[config.mk]
export PLATFORM = sky130hd
export DESIGN_NAME = mmbp_div
export DESIGN_NICKNAME = d
export VERILOG_FILES = /design/src/rtl/mmbp_pkg.sv /design/src/rtl/mmbp_div.sv
export SDC_FILE = /design/constraint.sdc
export NUM_CORES = 1
export LEC_CHECK = 0
export ABC_AREA = 1
export BUFFER_PORTS_ARGS = -buffer_cell sky130_fd_sc_hd__buf_2
export CAP_MARGIN = 20
export CORE_MARGIN = 2
export CORE_UTILIZATION = 55
export CTS_CLUSTER_SIZE = 10
export DETAILED_ROUTE_END_ITERATION = 16
export HOLD_SLACK_MARGIN = 0.12
export PLACE_DENSITY = 0.84
export SETUP_SLACK_MARGIN = 0.4
export SLEW_MARGIN = 5
export SYNTH_ARGS = -nofsm -noshare
export SYNTH_HDL_FRONTEND = slang
export SYNTH_SLANG_ARGS = --single-unit
export TNS_END_PERCENT = 10
[constraint.sdc]
create_clock -name aclk -period 8 [get_ports aclk]
set_clock_uncertainty 0.05 [all_clocks]
set_input_delay 1.6 -clock aclk [delete_from_list [all_inputs] [get_ports aclk]]
set_output_delay 1.6 -clock aclk [all_outputs]
set_load 0.02 [all_outputs]
[src/rtl/mmbp_pkg.sv]
package mmbp_pkg;

    localparam int CNT_W      = 7;
    localparam int COST_W     = 48;
    localparam int CORR_W     = 32;
    localparam int COUNT_W    = 32;
    localparam int ID_W       = 16;
    localparam int FIRST_W    = 6;
    localparam int CORR_DEPTH = 64;
    localparam int CORR_AW    = 6;
    localparam int PROD_W     = 64;
    localparam int FRAC_W     = 16;
    localparam int DIV_W      = 48;
    localparam int DIVR_W     = 7;
    localparam int DIV_BITS   = 4;
    localparam int DIV_STEPS  = DIV_W / DIV_BITS;
    localparam int DIV_CW     = $clog2(DIV_STEPS);

    localparam logic [COST_W-1:0] COST_INF = {COST_W{1'b1}};

    typedef enum logic [3:0] {
        ST_IDLE,
        ST_CHECK,
        ST_A_RD,
        ST_A_MUL,
        ST_A_DIV,
        ST_A_WAIT,
        ST_D_RD,
        ST_D_CMP,
        ST_B_RD,
        ST_B_DIV,
        ST_B_WAIT,
        ST_F_DIV,
        ST_F_WAIT,
        ST_OUT
    } state_t;

    typedef struct packed {
        logic              start;
        logic [DIV_W-1:0]  dividend;
        logic [DIVR_W-1:0] divisor;
    } div_req_t;

    typedef struct packed {
        logic             done;
        logic [DIV_W-1:0] quotient;
    } div_rsp_t;

endpackage

[src/rtl/mmbp_div.sv]
module mmbp_div
    import mmbp_pkg::*;
(
    input  logic     aclk,
    input  logic     aresetn,
    input  div_req_t req,
    output div_rsp_t rsp
);

    logic              busy_reg;
    logic              done_reg;
    logic [DIV_CW-1:0] step_reg;
    logic [DIV_W-1:0]  quo_reg;
    logic [DIVR_W-1:0] rem_reg;
    logic [DIVR_W-1:0] dvs_reg;

    logic [DIV_W-1:0]  quo_next;
    logic [DIVR_W-1:0] rem_next;
    logic [DIVR_W:0]   shifted;
    logic [DIVR_W:0]   diff;

    // Restoring division, DIV_BITS quotient bits per cycle.
    always_comb begin
        quo_next = quo_reg;
        rem_next = rem_reg;
        shifted  = '0;
        diff     = '0;
        for (int k = 0; k < DIV_BITS; k++) begin
            shifted  = {rem_next, quo_next[DIV_W-1]};
            quo_next = {quo_next[DIV_W-2:0], 1'b0};
            diff     = shifted - {1'b0, dvs_reg};
            if (shifted >= {1'b0, dvs_reg}) begin
                rem_next    = diff[DIVR_W-1:0];
                quo_next[0] = 1'b1;
            end else begin
                rem_next = shifted[DIVR_W-1:0];
            end
        end
    end

    always_ff @(posedge aclk) begin
        if (!aresetn) begin
            busy_reg <= 1'b0;
            done_reg <= 1'b0;
            step_reg <= '0;
        end else begin
            done_reg <= 1'b0;
            if (req.start) begin
                busy_reg <= 1'b1;
                step_reg <= '0;
            end else if (busy_reg) begin
                step_reg <= step_reg + DIV_CW'(1);
                if (step_reg == DIV_CW'(DIV_STEPS - 1)) begin
                    busy_reg <= 1'b0;
                    done_reg <= 1'b1;
                end
            end
        end
    end

    always_ff @(posedge aclk) begin
        if (req.start) begin
            quo_reg <= req.dividend;
            rem_reg <= '0;
            dvs_reg <= req.divisor;
        end else if (busy_reg) begin
            quo_reg <= quo_next;
            rem_reg <= rem_next;
        end
    end

    assign rsp.done     = done_reg;
    assign rsp.quotient = quo_reg;

endmodule

==> impl_metrics.csv, run 1 <==
group,metric,value,unit
route,drt_pass1_iterations,4,
setup_path,path_delay_family,"simple AND/OR/NAND/NOR gates",
finish,drive_gt1_frac,0.225,
finish,multi_input_area,0.00228,mm2
setup_path,startpoint_type,"flop",
sta,rsz0062_at_grt,"no",
setup_path,cp.depth,42,
logic_synthesis,synth.avg_cell_area,8.11,um2
logic_synthesis,synth.largest_area_cell,"edfxtp_1",
logic_synthesis,syn_inst,556,
sta,period_minus_slack,6580,ps
sta,hold_viol,0,
place,dp_hpwl,8380,um
logic_synthesis,synth_top_family_by_area,"simple AND/OR/NAND/NOR gates",
setup_path,path_buf_inv,5,
logic_synthesis,yosys.area.top_type_share,0.366,
floorplanning,row_count,33,
finish,syn_to_final_growth,18.5,%
route,num_vias,3991,
setup_path,rr_startpoint,"dvs_reg[0]$_DFFE_PP_",
sta,tightest_slew,1010,ps
sta,setup_viol_count_final,0,
place,place_congestion,0.989,
setup_path,crit_end,"quo_reg[0]$_DFFE_PP_",
setup_path,startpoint,"dvs_reg[0]$_DFFE_PP_",
sta,period_share,0.823,
sta,maxSlewViolCount,0,
route,routed_wirelength,11000,um
logic_synthesis,syn_nets,647,
min_path,hold_class,"flop to flop",
finish,register_area,0.00191,mm2
finish,diodes,0,
global_route,antenna_found_initial,0,
logic_synthesis,ys_warn_count,0,
logic_synthesis,ys_types,37,
clock_tree,clk_path_buf_depth,2,
global_route,overflow,0,
setup_path,crit_arrival,6610,ps
logic_synthesis,ys_seq_area_frac,0.424,
sta,fmax,152,MHz
global_route,grt_max_degree,60,
floorplanning,die_w,94.5,um
clock_tree,post-cts-setup-buffers,0,
clock_tree,cts_resized,0,
sta,holdWs,435,ps
finish,num-nets-final,752,
setup_path,cp_max_fo,8,
place,dp_slack,1530,ps
job,maxCapViolations,0,
setup_path,path_class,"flop to flop",
finish,stdcell_area,0.00534,mm2
sta,timing.slew.headroom,0.329,
logic_synthesis,synthAdderAreaFrac,0.0983,
clock_tree,clkSlewWorstSetupHoldPaths,70,ps
floorplanning,die_area,0.00893,mm2
logic_synthesis,yosys.area_share.xor_xnor,0.0350,
setup_path,timing.reg2reg.setup_slack,1420,ps
global_route,first_global_vias,3846,
logic_synthesis,synth_compound_area_frac,0.0505,
logic_synthesis,synthTopCellsByArea,"edfxtp_1 (37%), nand2_1 (20%), ha_1 (8.1%)",
route,wire_per_inst,14.2,um
clock_tree,cts_hold_buffers,0,
route,drtIter0Drc,247,
route,antenna_left,0,
clock_tree,h-tree-depth,3,
floorplanning,start_util,0.557,
clock_tree,cts_tree,"built",
clock_tree,root_buffer,"clkbuf_8",
setup_path,worstRegToRegCells,42,
route,drc_errors,0,
setup_path,critical_path.max_stage_delay,500,ps
floorplanning,die_height,94.5,um
clock_tree,clk_latency,340,ps
logic_synthesis,netlist_area,0.00451,mm2
setup_path,slowest_stage,"edfxtp_1",
setup_path,critPathMostFrequentCell,"nand2_1",
sta,worst_slack,1420,ps
global_route,grt_usage,0.251,
place,dpl_cell_area,0.00513,mm2
finish,fillCellCount,693,
setup_path,worstPathRequired,8020,ps
place,port_buffers,106,
clock_tree,cts.sinks,68,
logic_synthesis,muxShareOfSynthArea,0,
global_route,grt_pass1_wl,17300,um
setup_path,end_kind,"flop",
finish,largest_register_ffs,48,
logic_synthesis,yosys.area_share.simple,0.322,
setup_path,r2r-end,"quo_reg[0]$_DFFE_PP_",
sta,setup_tns,0,ps
clock_tree,numCtsBuffers,9,
floorplanning,core,0.00809,mm2
outcome,status,"finished clean",
floorplanning,ios,107,
route,viasPerCell,5.18,
logic_synthesis,ys_ff_latch,68,
[cells in the final DEF (no fill, tap or decap), types with 9 or more instances in the layout]
master,synthesis,routed
clkbuf_8,0,9
nand3_1,36,36
buf_2,1,106
ha_1,29,29
nor2_1,18,18
inv_1,65,64
edfxtp_1,55,55
nand2_1,237,237
xor2_1,13,13
a21oi_1,14,14
dfxtp_1,13,13
[cells in the mapped netlist]
cell type	count
nand4_1	6
a21oi_1	14
a21o_1	1
a21oi_4	4
nor4_1	1
clkbuf_1	11
nand3b_1	3
nor3b_1	1
nand3_2	2
nor2_4	2
o21bai_1	2
nor3_4	1
xnor2_1	5
nor2_2	1
nand3_1	36
dfxtp_1	13
buf_2	1
buf_4	1
a31oi_1	3
inv_2	2
buf_1	1
inv_1	65
fa_1	4
nor3_1	1
edfxtp_1	55
inv_4	1
nand2_1	237
a211oi_1	1
o21ai_0	7
nand2_2	5
nor2_1	18
a41oi_1	1
xor2_1	13
ha_1	29
nand3_4	5
nand2_4	1
nand2_8	2
[worst min-delay path: stages (launching register included)]
cell and delay (ps):
dfxtp_1 330, nand2_1 70, nand2_1 50
[final cells by class]
type                    instances  area share
clock inverters                 7      0.0169
well taps                     105      0.0246
multi-input cells             406       0.427
flip-flops and latches         68       0.358
clock buffers                   9      0.0232
inverters                      68      0.0483
repair buffers                108       0.102
[through the flow]
step                      std cells  utilization
after global routing            771        0.660
after CTS                       771        0.660
after detailed placement        755        0.633
after global placement          755        0.633
final                           771        0.660
after floorplan                 556            -
[worst min path at each step]
stage	from	to	slack (ps)	cells after the start
3_3_place_gp	rem_reg[4]$_SDFFE_PP0P_	rem_reg[4]$_SDFFE_PP0P_	410	2
2_1_floorplan	rem_reg[1]$_SDFFE_PP0P_	rem_reg[1]$_SDFFE_PP0P_	390	2
5_1_grt	step_reg[1]$_SDFFE_PP0P_	step_reg[1]$_SDFFE_PP0P_	450	2
4_1_cts	rem_reg[4]$_SDFFE_PP0P_	rem_reg[4]$_SDFFE_PP0P_	430	2
6_report	rem_reg[4]$_SDFFE_PP0P_	rem_reg[4]$_SDFFE_PP0P_	440	2
3_5_place_dp	rem_reg[4]$_SDFFE_PP0P_	rem_reg[4]$_SDFFE_PP0P_	420	2
[cell families after synthesis]
logic type | count (synthesis)
xor gates and xnor gates | 18
and+or+nand+nor | 322
adders and majority gates | 33
AOI/OAI and AO/OA | 33
DFF | 68
buffers and inverters | 82
[routing by layer]
layer  track usage  vias to the layer above  share of wire
met2         0.427                      137           0.49
met4        0.0773                        0          0.014
met5             0                        -              0
li1              -                     1993              -
met1         0.319                     1847           0.43
met3        0.0551                       14          0.065
Power of run 1 is left out: the tool's default activity adds up to more than one toggle a clock period on the data nets, which glitch-free logic cannot reach.
==> run 2: changes to the inputs <==
--- a/config.mk
+++ b/config.mk
@@ -5,15 +5,15 @@
 export SDC_FILE = /design/constraint.sdc
 export NUM_CORES = 1
 export LEC_CHECK = 0
-export ABC_AREA = 1
+export ABC_AREA = 0
 export BUFFER_PORTS_ARGS = -buffer_cell sky130_fd_sc_hd__buf_2
 export CAP_MARGIN = 20
 export CORE_MARGIN = 2
-export CORE_UTILIZATION = 55
+export CORE_UTILIZATION = 49
 export CTS_CLUSTER_SIZE = 10
 export DETAILED_ROUTE_END_ITERATION = 16
 export HOLD_SLACK_MARGIN = 0.12
-export PLACE_DENSITY = 0.84
+export PLACE_DENSITY = 0.79
 export SETUP_SLACK_MARGIN = 0.4
 export SLEW_MARGIN = 5
 export SYNTH_ARGS = -nofsm -noshare
==> constraint.sdc (replaced) <==
create_clock -name aclk -period 5.3 [get_ports aclk]
set_clock_uncertainty 0.05 [all_clocks]
set_input_delay 1.06 -clock aclk [delete_from_list [all_inputs] [get_ports aclk]]
set_output_delay 1.06 -clock aclk [all_outputs]
set_load 0.02 [all_outputs]
==> impl_metrics.csv, run 2 <==
group,metric,value,unit
outcome,status,"complete, but fails checks",
outcome,violations,"negative setup slack",
sta,timing.slew.headroom,0.388,
route,met2WireLength,6350,um
logic_synthesis,synthAdderAreaFrac,0.103,
finish,largest_register_ffs,48,
setup_path,crit_arrival,7650,ps
min_path,min_from,"step_reg[2]$_SDFFE_PP0P_",
route,wire_per_inst,18.6,um
setup_path,startpoint_type,"flop",
floorplanning,die_area,0.00953,mm2
logic_synthesis,yosys.area.top_type_share,0.385,
route,met3_length,822,um
min_path,hold_path_end,"done_reg$_SDFF_PP0_",
logic_synthesis,synth_edf_count,55,
place,dpl_cell_area,0.00567,mm2
clock_tree,cts.sinks,68,
setup_path,rr_startpoint,"quo_reg[47]$_DFFE_PP_",
setup_path,cp_max_fo,8,
sta,hold_viol,0,
logic_synthesis,ys_seq_area_frac,0.445,
setup_path,slowest_stage,"fa_2",
clock_tree,h-tree-depth,3,
logic_synthesis,muxShareOfSynthArea,0.175,
floorplanning,die_w,97.6,um
setup_path,end_kind,"flop",
logic_synthesis,synthTopCellsByArea,"edfxtp_1 (38%), mux2_2 (14%), ha_1 (8.5%)",
sta,rsz0062_at_grt,"yes",
route,viasPerCell,5.50,
logic_synthesis,ys.flop_type,"edfxtp_1",
logic_synthesis,synth.avg_cell_area,12.1,um2
finish,register_area,0.00191,mm2
route,drt_pass1_iterations,4,
job,maxCapViolations,0,
logic_synthesis,synth.top_cells.by_count,"edfxtp_1 (55), mux2_2 (55), ha_1 (29)",
place,dp_hpwl,9510,um
global_route,first_global_vias,3902,
logic_synthesis,syn_inst,356,
global_route,antenna_found_initial,0,
finish,fillCellCount,605,
route,num_vias,3705,
setup_path,critical_path.max_stage_delay,420,ps
logic_synthesis,yosys.area_share.xor_xnor,0.0306,
finish,drive_gt1_frac,0.553,
logic_synthesis,synth.largest_area_cell,"edfxtp_1",
finish,layout_commonest_cell,"buf_2",
logic_synthesis,ys_warn_count,0,
place,port_buffers,106,
sta,period_minus_slack,7450,ps
global_route,grt_usage,0.268,
sta,period_share,1.41,
logic_synthesis,yosys.area_share.simple,0.0973,
floorplanning,die_height,97.6,um
sta,maxSlewViolCount,0,
route,routed_wirelength,12500,um
place,place_congestion,0.934,
finish,diodes,0,
floorplanning,start_util,0.500,
logic_synthesis,ys_async_sr_fraction,0,
route,dr.max_layer_used,"met4",
setup_path,path_class,"flop to flop",
clock_tree,clk_path_buf_depth,2,
clock_tree,cts_tree,"built",
logic_synthesis,syn_nets,447,
setup_path,worstPathRequired,5500,ps
finish,stdcell_area,0.00605,mm2
sta,fmax,134,MHz
floorplanning,core,0.00859,mm2
finish,syn_to_final_growth,40.9,%
logic_synthesis,netlist_area,0.00429,mm2
setup_path,timing.reg2reg.setup_slack,-2150,ps
min_path,hold_class,"flop to flop",
sta,setup_viol_count_final,9,
setup_path,r2r-end,"rem_reg[0]$_SDFFE_PP0P_",
route,drtIter0Drc,227,
finish,mostFrequentLayoutCells,"buf_2 (106), buf_4 (98), edfxtp_1 (55)",
clock_tree,clk_latency,360,ps
floorplanning,row_count,34,
finish,multi_input_area,0.00240,mm2
setup_path,worstRegToRegCells,33,
logic_synthesis,ys_types,59,
clock_tree,numCtsBuffers,9,
floorplanning,ios,107,
sta,worst_slack,-2150,ps
logic_synthesis,synth_compound_area_frac,0.116,
clock_tree,clkSlewWorstSetupHoldPaths,90,ps
finish,num-nets-final,652,
route,antenna_left,0,
min_path,min_delay_path_depth,1,
logic_synthesis,synth_top_family_by_area,"multiplexers",
clock_tree,root_buffer,"clkbuf_8",
route,wl_met1,5000,um
sta,tightest_slew,919,ps
global_route,grt_max_degree,49,
logic_synthesis,ys_ff_latch,68,
global_route,grt_pass1_wl,19600,um
global_route,overflow,0,
sta,holdWs,450,ps
route,drc_errors,0,
run 2: cell count changes after synthesis, moves of 6 or more:
cell      previous run  this run
a211oi_1             1         7
inv_1               65        21
mux2_2               0        55
mux2i_1              0        11
nand2_1            237         9
nand3_1             36         4
nor2_1              18        24
nor2b_1              0         6
o21ai_0              7        14
xnor2_1              5        11
xor2_1              13         4
run 2: cell families after synthesis:
kind of cell | count (synthesis)
AO/OA/AOI/OAI | 66
multiplexers | 67
AND/OR/NAND/NOR | 74
buffers and inverters | 33
XOR/XNOR | 15
adder cells (fa/ha/maj) | 33
flip-flops | 68
run 2: area by class of cell:
class,instances,area share
Sequential cell,68,0.316
Tap cell,108,0.0223
Inverter,21,0.0130
Timing Repair Buffer,206,0.215
Clock inverter,7,0.0163
Clock buffer,9,0.0205
Multi-Input combinational cell,255,0.397
run 2: worst max-delay path by stage:
stage | start | end | slack (ps) | depth (start not counted)
floorplan | quo_reg[47]$_DFFE_PP_ | rem_reg[0]$_SDFFE_PP0P_ | -2260 | 35
global placement | quo_reg[47]$_DFFE_PP_ | rem_reg[0]$_SDFFE_PP0P_ | -2040 | 34
detailed placement | quo_reg[47]$_DFFE_PP_ | rem_reg[0]$_SDFFE_PP0P_ | -2310 | 33
CTS | quo_reg[47]$_DFFE_PP_ | rem_reg[0]$_SDFFE_PP0P_ | -2260 | 34
global route | quo_reg[47]$_DFFE_PP_ | rem_reg[0]$_SDFFE_PP0P_ | -2520 | 33
finish | quo_reg[47]$_DFFE_PP_ | rem_reg[0]$_SDFFE_PP0P_ | -2150 | 33
run 2: routing by layer:
metal  track usage  vias to the layer above
met3        0.0604                       27
li1              -                     1756
met2         0.469                      153
met5             0                        -
met1         0.320                     1769
met4         0.104                        0
run 2: stage by stage:
step | TNS (ps) | utilization | instances | setup slack (ps)
3_5_place_dp | -18680 | 0.660 | 648 | -2310
2_1_floorplan | -16880 | - | 356 | -2260
3_3_place_gp | -16210 | 0.660 | 648 | -2040
4_1_cts | -18420 | 0.698 | 672 | -2260
6_report | -17350 | 0.704 | 674 | -2150
5_1_grt | -20710 | 0.704 | 674 | -2520
run 2: worst max-delay path, delay by kind of cell, from the launching register on:
family                     cells  cell delay (ps)
AOI/OAI and AO/OA             16             3160
adders and majority gates      5             1580
buffers and inverters          3              230
DFF                            1              390
muxes                          2              590
and+or+nand+nor                7             1270
run 2: what timing repair did:
item,4_1_cts,5_1_grt
buffers inserted,8,2
gates resized for setup,11,7
setup endpoints to repair,9,9
hold buffers,0,0
pin swaps,10,4
cloned,0,0
Power of run 2 is left out for the same reason.
==> run 3: changes to the inputs <==
--- a/config.mk
+++ b/config.mk
@@ -10,10 +10,12 @@
 export CAP_MARGIN = 20
 export CORE_MARGIN = 2
 export CORE_UTILIZATION = 49
+export CTS_CLUSTER_DIAMETER = 60
 export CTS_CLUSTER_SIZE = 10
 export DETAILED_ROUTE_END_ITERATION = 16
 export HOLD_SLACK_MARGIN = 0.12
 export PLACE_DENSITY = 0.79
+export RECOVER_POWER = 25
 export SETUP_SLACK_MARGIN = 0.4
 export SLEW_MARGIN = 5
 export SYNTH_ARGS = -nofsm -noshare
==> impl_metrics.csv, run 3 (same netlist as run 2, synthesis figures left out) <==
group,metric,value,unit
finish,mostFrequentLayoutCells,"buf_4 (98), buf_2 (79), edfxtp_1 (55)",
global_route,busiest_layer,"met2",
clock_tree,clk_latency,360,ps
setup_path,crit_arrival,7660,ps
sta,hold_viol,0,
route,antenna_left,0,
outcome,violations,"negative setup slack",
finish,syn_to_final_growth,40.1,%
route,routed_wirelength,12500,um
sta,fmax,134,MHz
global_route,met2_usage,0.469,
global_route,grt_usage,0.268,
floorplanning,core,0.00859,mm2
clock_tree,root_buffer,"clkbuf_8",
job,maxCapViolations,0,
clock_tree,cts_tree,"built",
finish,drive_gt1_frac,0.505,
setup_path,path_class,"flop to flop",
clock_tree,clk_path_buf_depth,2,
floorplanning,die_height,97.6,um
outcome,status,"complete, but fails checks",
sta,period_share,1.41,
setup_path,end_kind,"flop",
sta,maxSlewViolCount,0,
floorplanning,die_w,97.6,um
sta,holdWs,458,ps
setup_path,cp_max_fo,8,
sta,tightest_slew,931,ps
setup_path,worstPathRequired,5500,ps
floorplanning,start_util,0.500,
finish,largest_register_ffs,48,
sta,timing.slew.headroom,0.379,
route,num_vias,3696,
clock_tree,clkSlewWorstSetupHoldPaths,90,ps
route,wire_per_inst,18.6,um
clock_tree,cts_hold_buffers,0,
floorplanning,row_count,34,
global_route,overflow,0,
sta,period_minus_slack,7460,ps
sta,worst_slack,-2160,ps
global_route,grtUsageMet3,0.0604,
global_route,grt_pass1_wl,19600,um
place,dp_slack,-2310,ps
sta,setup_viol_count_final,9,
route,viasPerCell,5.48,
setup_path,slowest_stage,"fa_2",
place,port_buffers,106,
setup_path,startpoint_type,"flop",
sta,rsz0062_at_grt,"yes",
global_route,grt_max_degree,49,
global_route,first_global_vias,3902,
route,drt_pass1_iterations,4,
min_path,hold_class,"flop to flop",
global_route,antenna_found_initial,0,
clock_tree,h-tree-depth,3,
setup_path,critical_path.max_stage_delay,410,ps
finish,num-nets-final,652,
finish,final_core_util,0.700,
finish,diodes,0,
global_route,grt_use_met1,0.320,
clock_tree,cts.sinks,68,
clock_tree,numCtsBuffers,9,
route,drtIter0Drc,212,
finish,layout_commonest_cell,"buf_4",
route,drc_errors,0,
floorplanning,die_area,0.00953,mm2
place,dp_hpwl,9510,um
floorplanning,ios,107,
place,place_congestion,0.934,
## run 3: changes by cell type in the layout (fill, tap and decap cells not counted)
cell      before  now
buf_2        106   79
clkbuf_1       0   27
## run 3: worst max-delay path, delay by kind of cell (launching register included)
family          cells  cell delay [ps]
flops               1              390
fa+ha+maj           5             1570
buf+inv             3              230
simple gates        7             1290
compound gates     16             3180
mux                 2              590
## run 3: per-stage QoR
| step | cells | TNS [ps] | area (um2) |
|---|---|---|---|
| final | 674 | -17430 | 6010 |
| after global placement | 648 | -16210 | 5670 |
| after detailed placement | 648 | -18680 | 5670 |
| after CTS | 672 | -18420 | 6000 |
| after global routing | 674 | -20710 | 6010 |
| after floorplan | 356 | -16880 | 4380 |
## run 3: per-layer routing
layer	wire length [um]	vias to the layer above
li1	-	1755
met1	4980	1787
met2	6490	132
met3	749	22
met4	313	0
met5	0	-
## run 3: final cells by class
class	count	area, um2
fill	618	2580
clock inverter	7	98.8
tap	108	135
timing repair buffer	206	1260
sequential	68	1910
inverter	21	78.8
clock buffer	9	124
multi-input combinational	255	2400
## run 3: final timing paths
kind                            startpoint  slack [ps]  cells after the start                       to
setup / recovery     quo_reg[47]$_DFFE_PP_       -2160                     33  rem_reg[0]$_SDFFE_PP0P_
hold / removal    step_reg[2]$_SDFFE_PP0P_         460                      1      done_reg$_SDFF_PP0_
setup reg to reg     quo_reg[47]$_DFFE_PP_       -2160                     33  rem_reg[0]$_SDFFE_PP0P_
hold reg to reg   step_reg[2]$_SDFFE_PP0P_         460                      1      done_reg$_SDFF_PP0_
## run 3: timing repair
| action | CTS | global route |
|---|---|---|
| endpoints found under the setup margin | 9 | 9 |
| gates cloned | 0 | 0 |
| gates resized for setup | 11 | 7 |
| pin swaps | 10 | 4 |
| buffers inserted | 8 | 2 |
Power of run 3 is left out for the same reason.
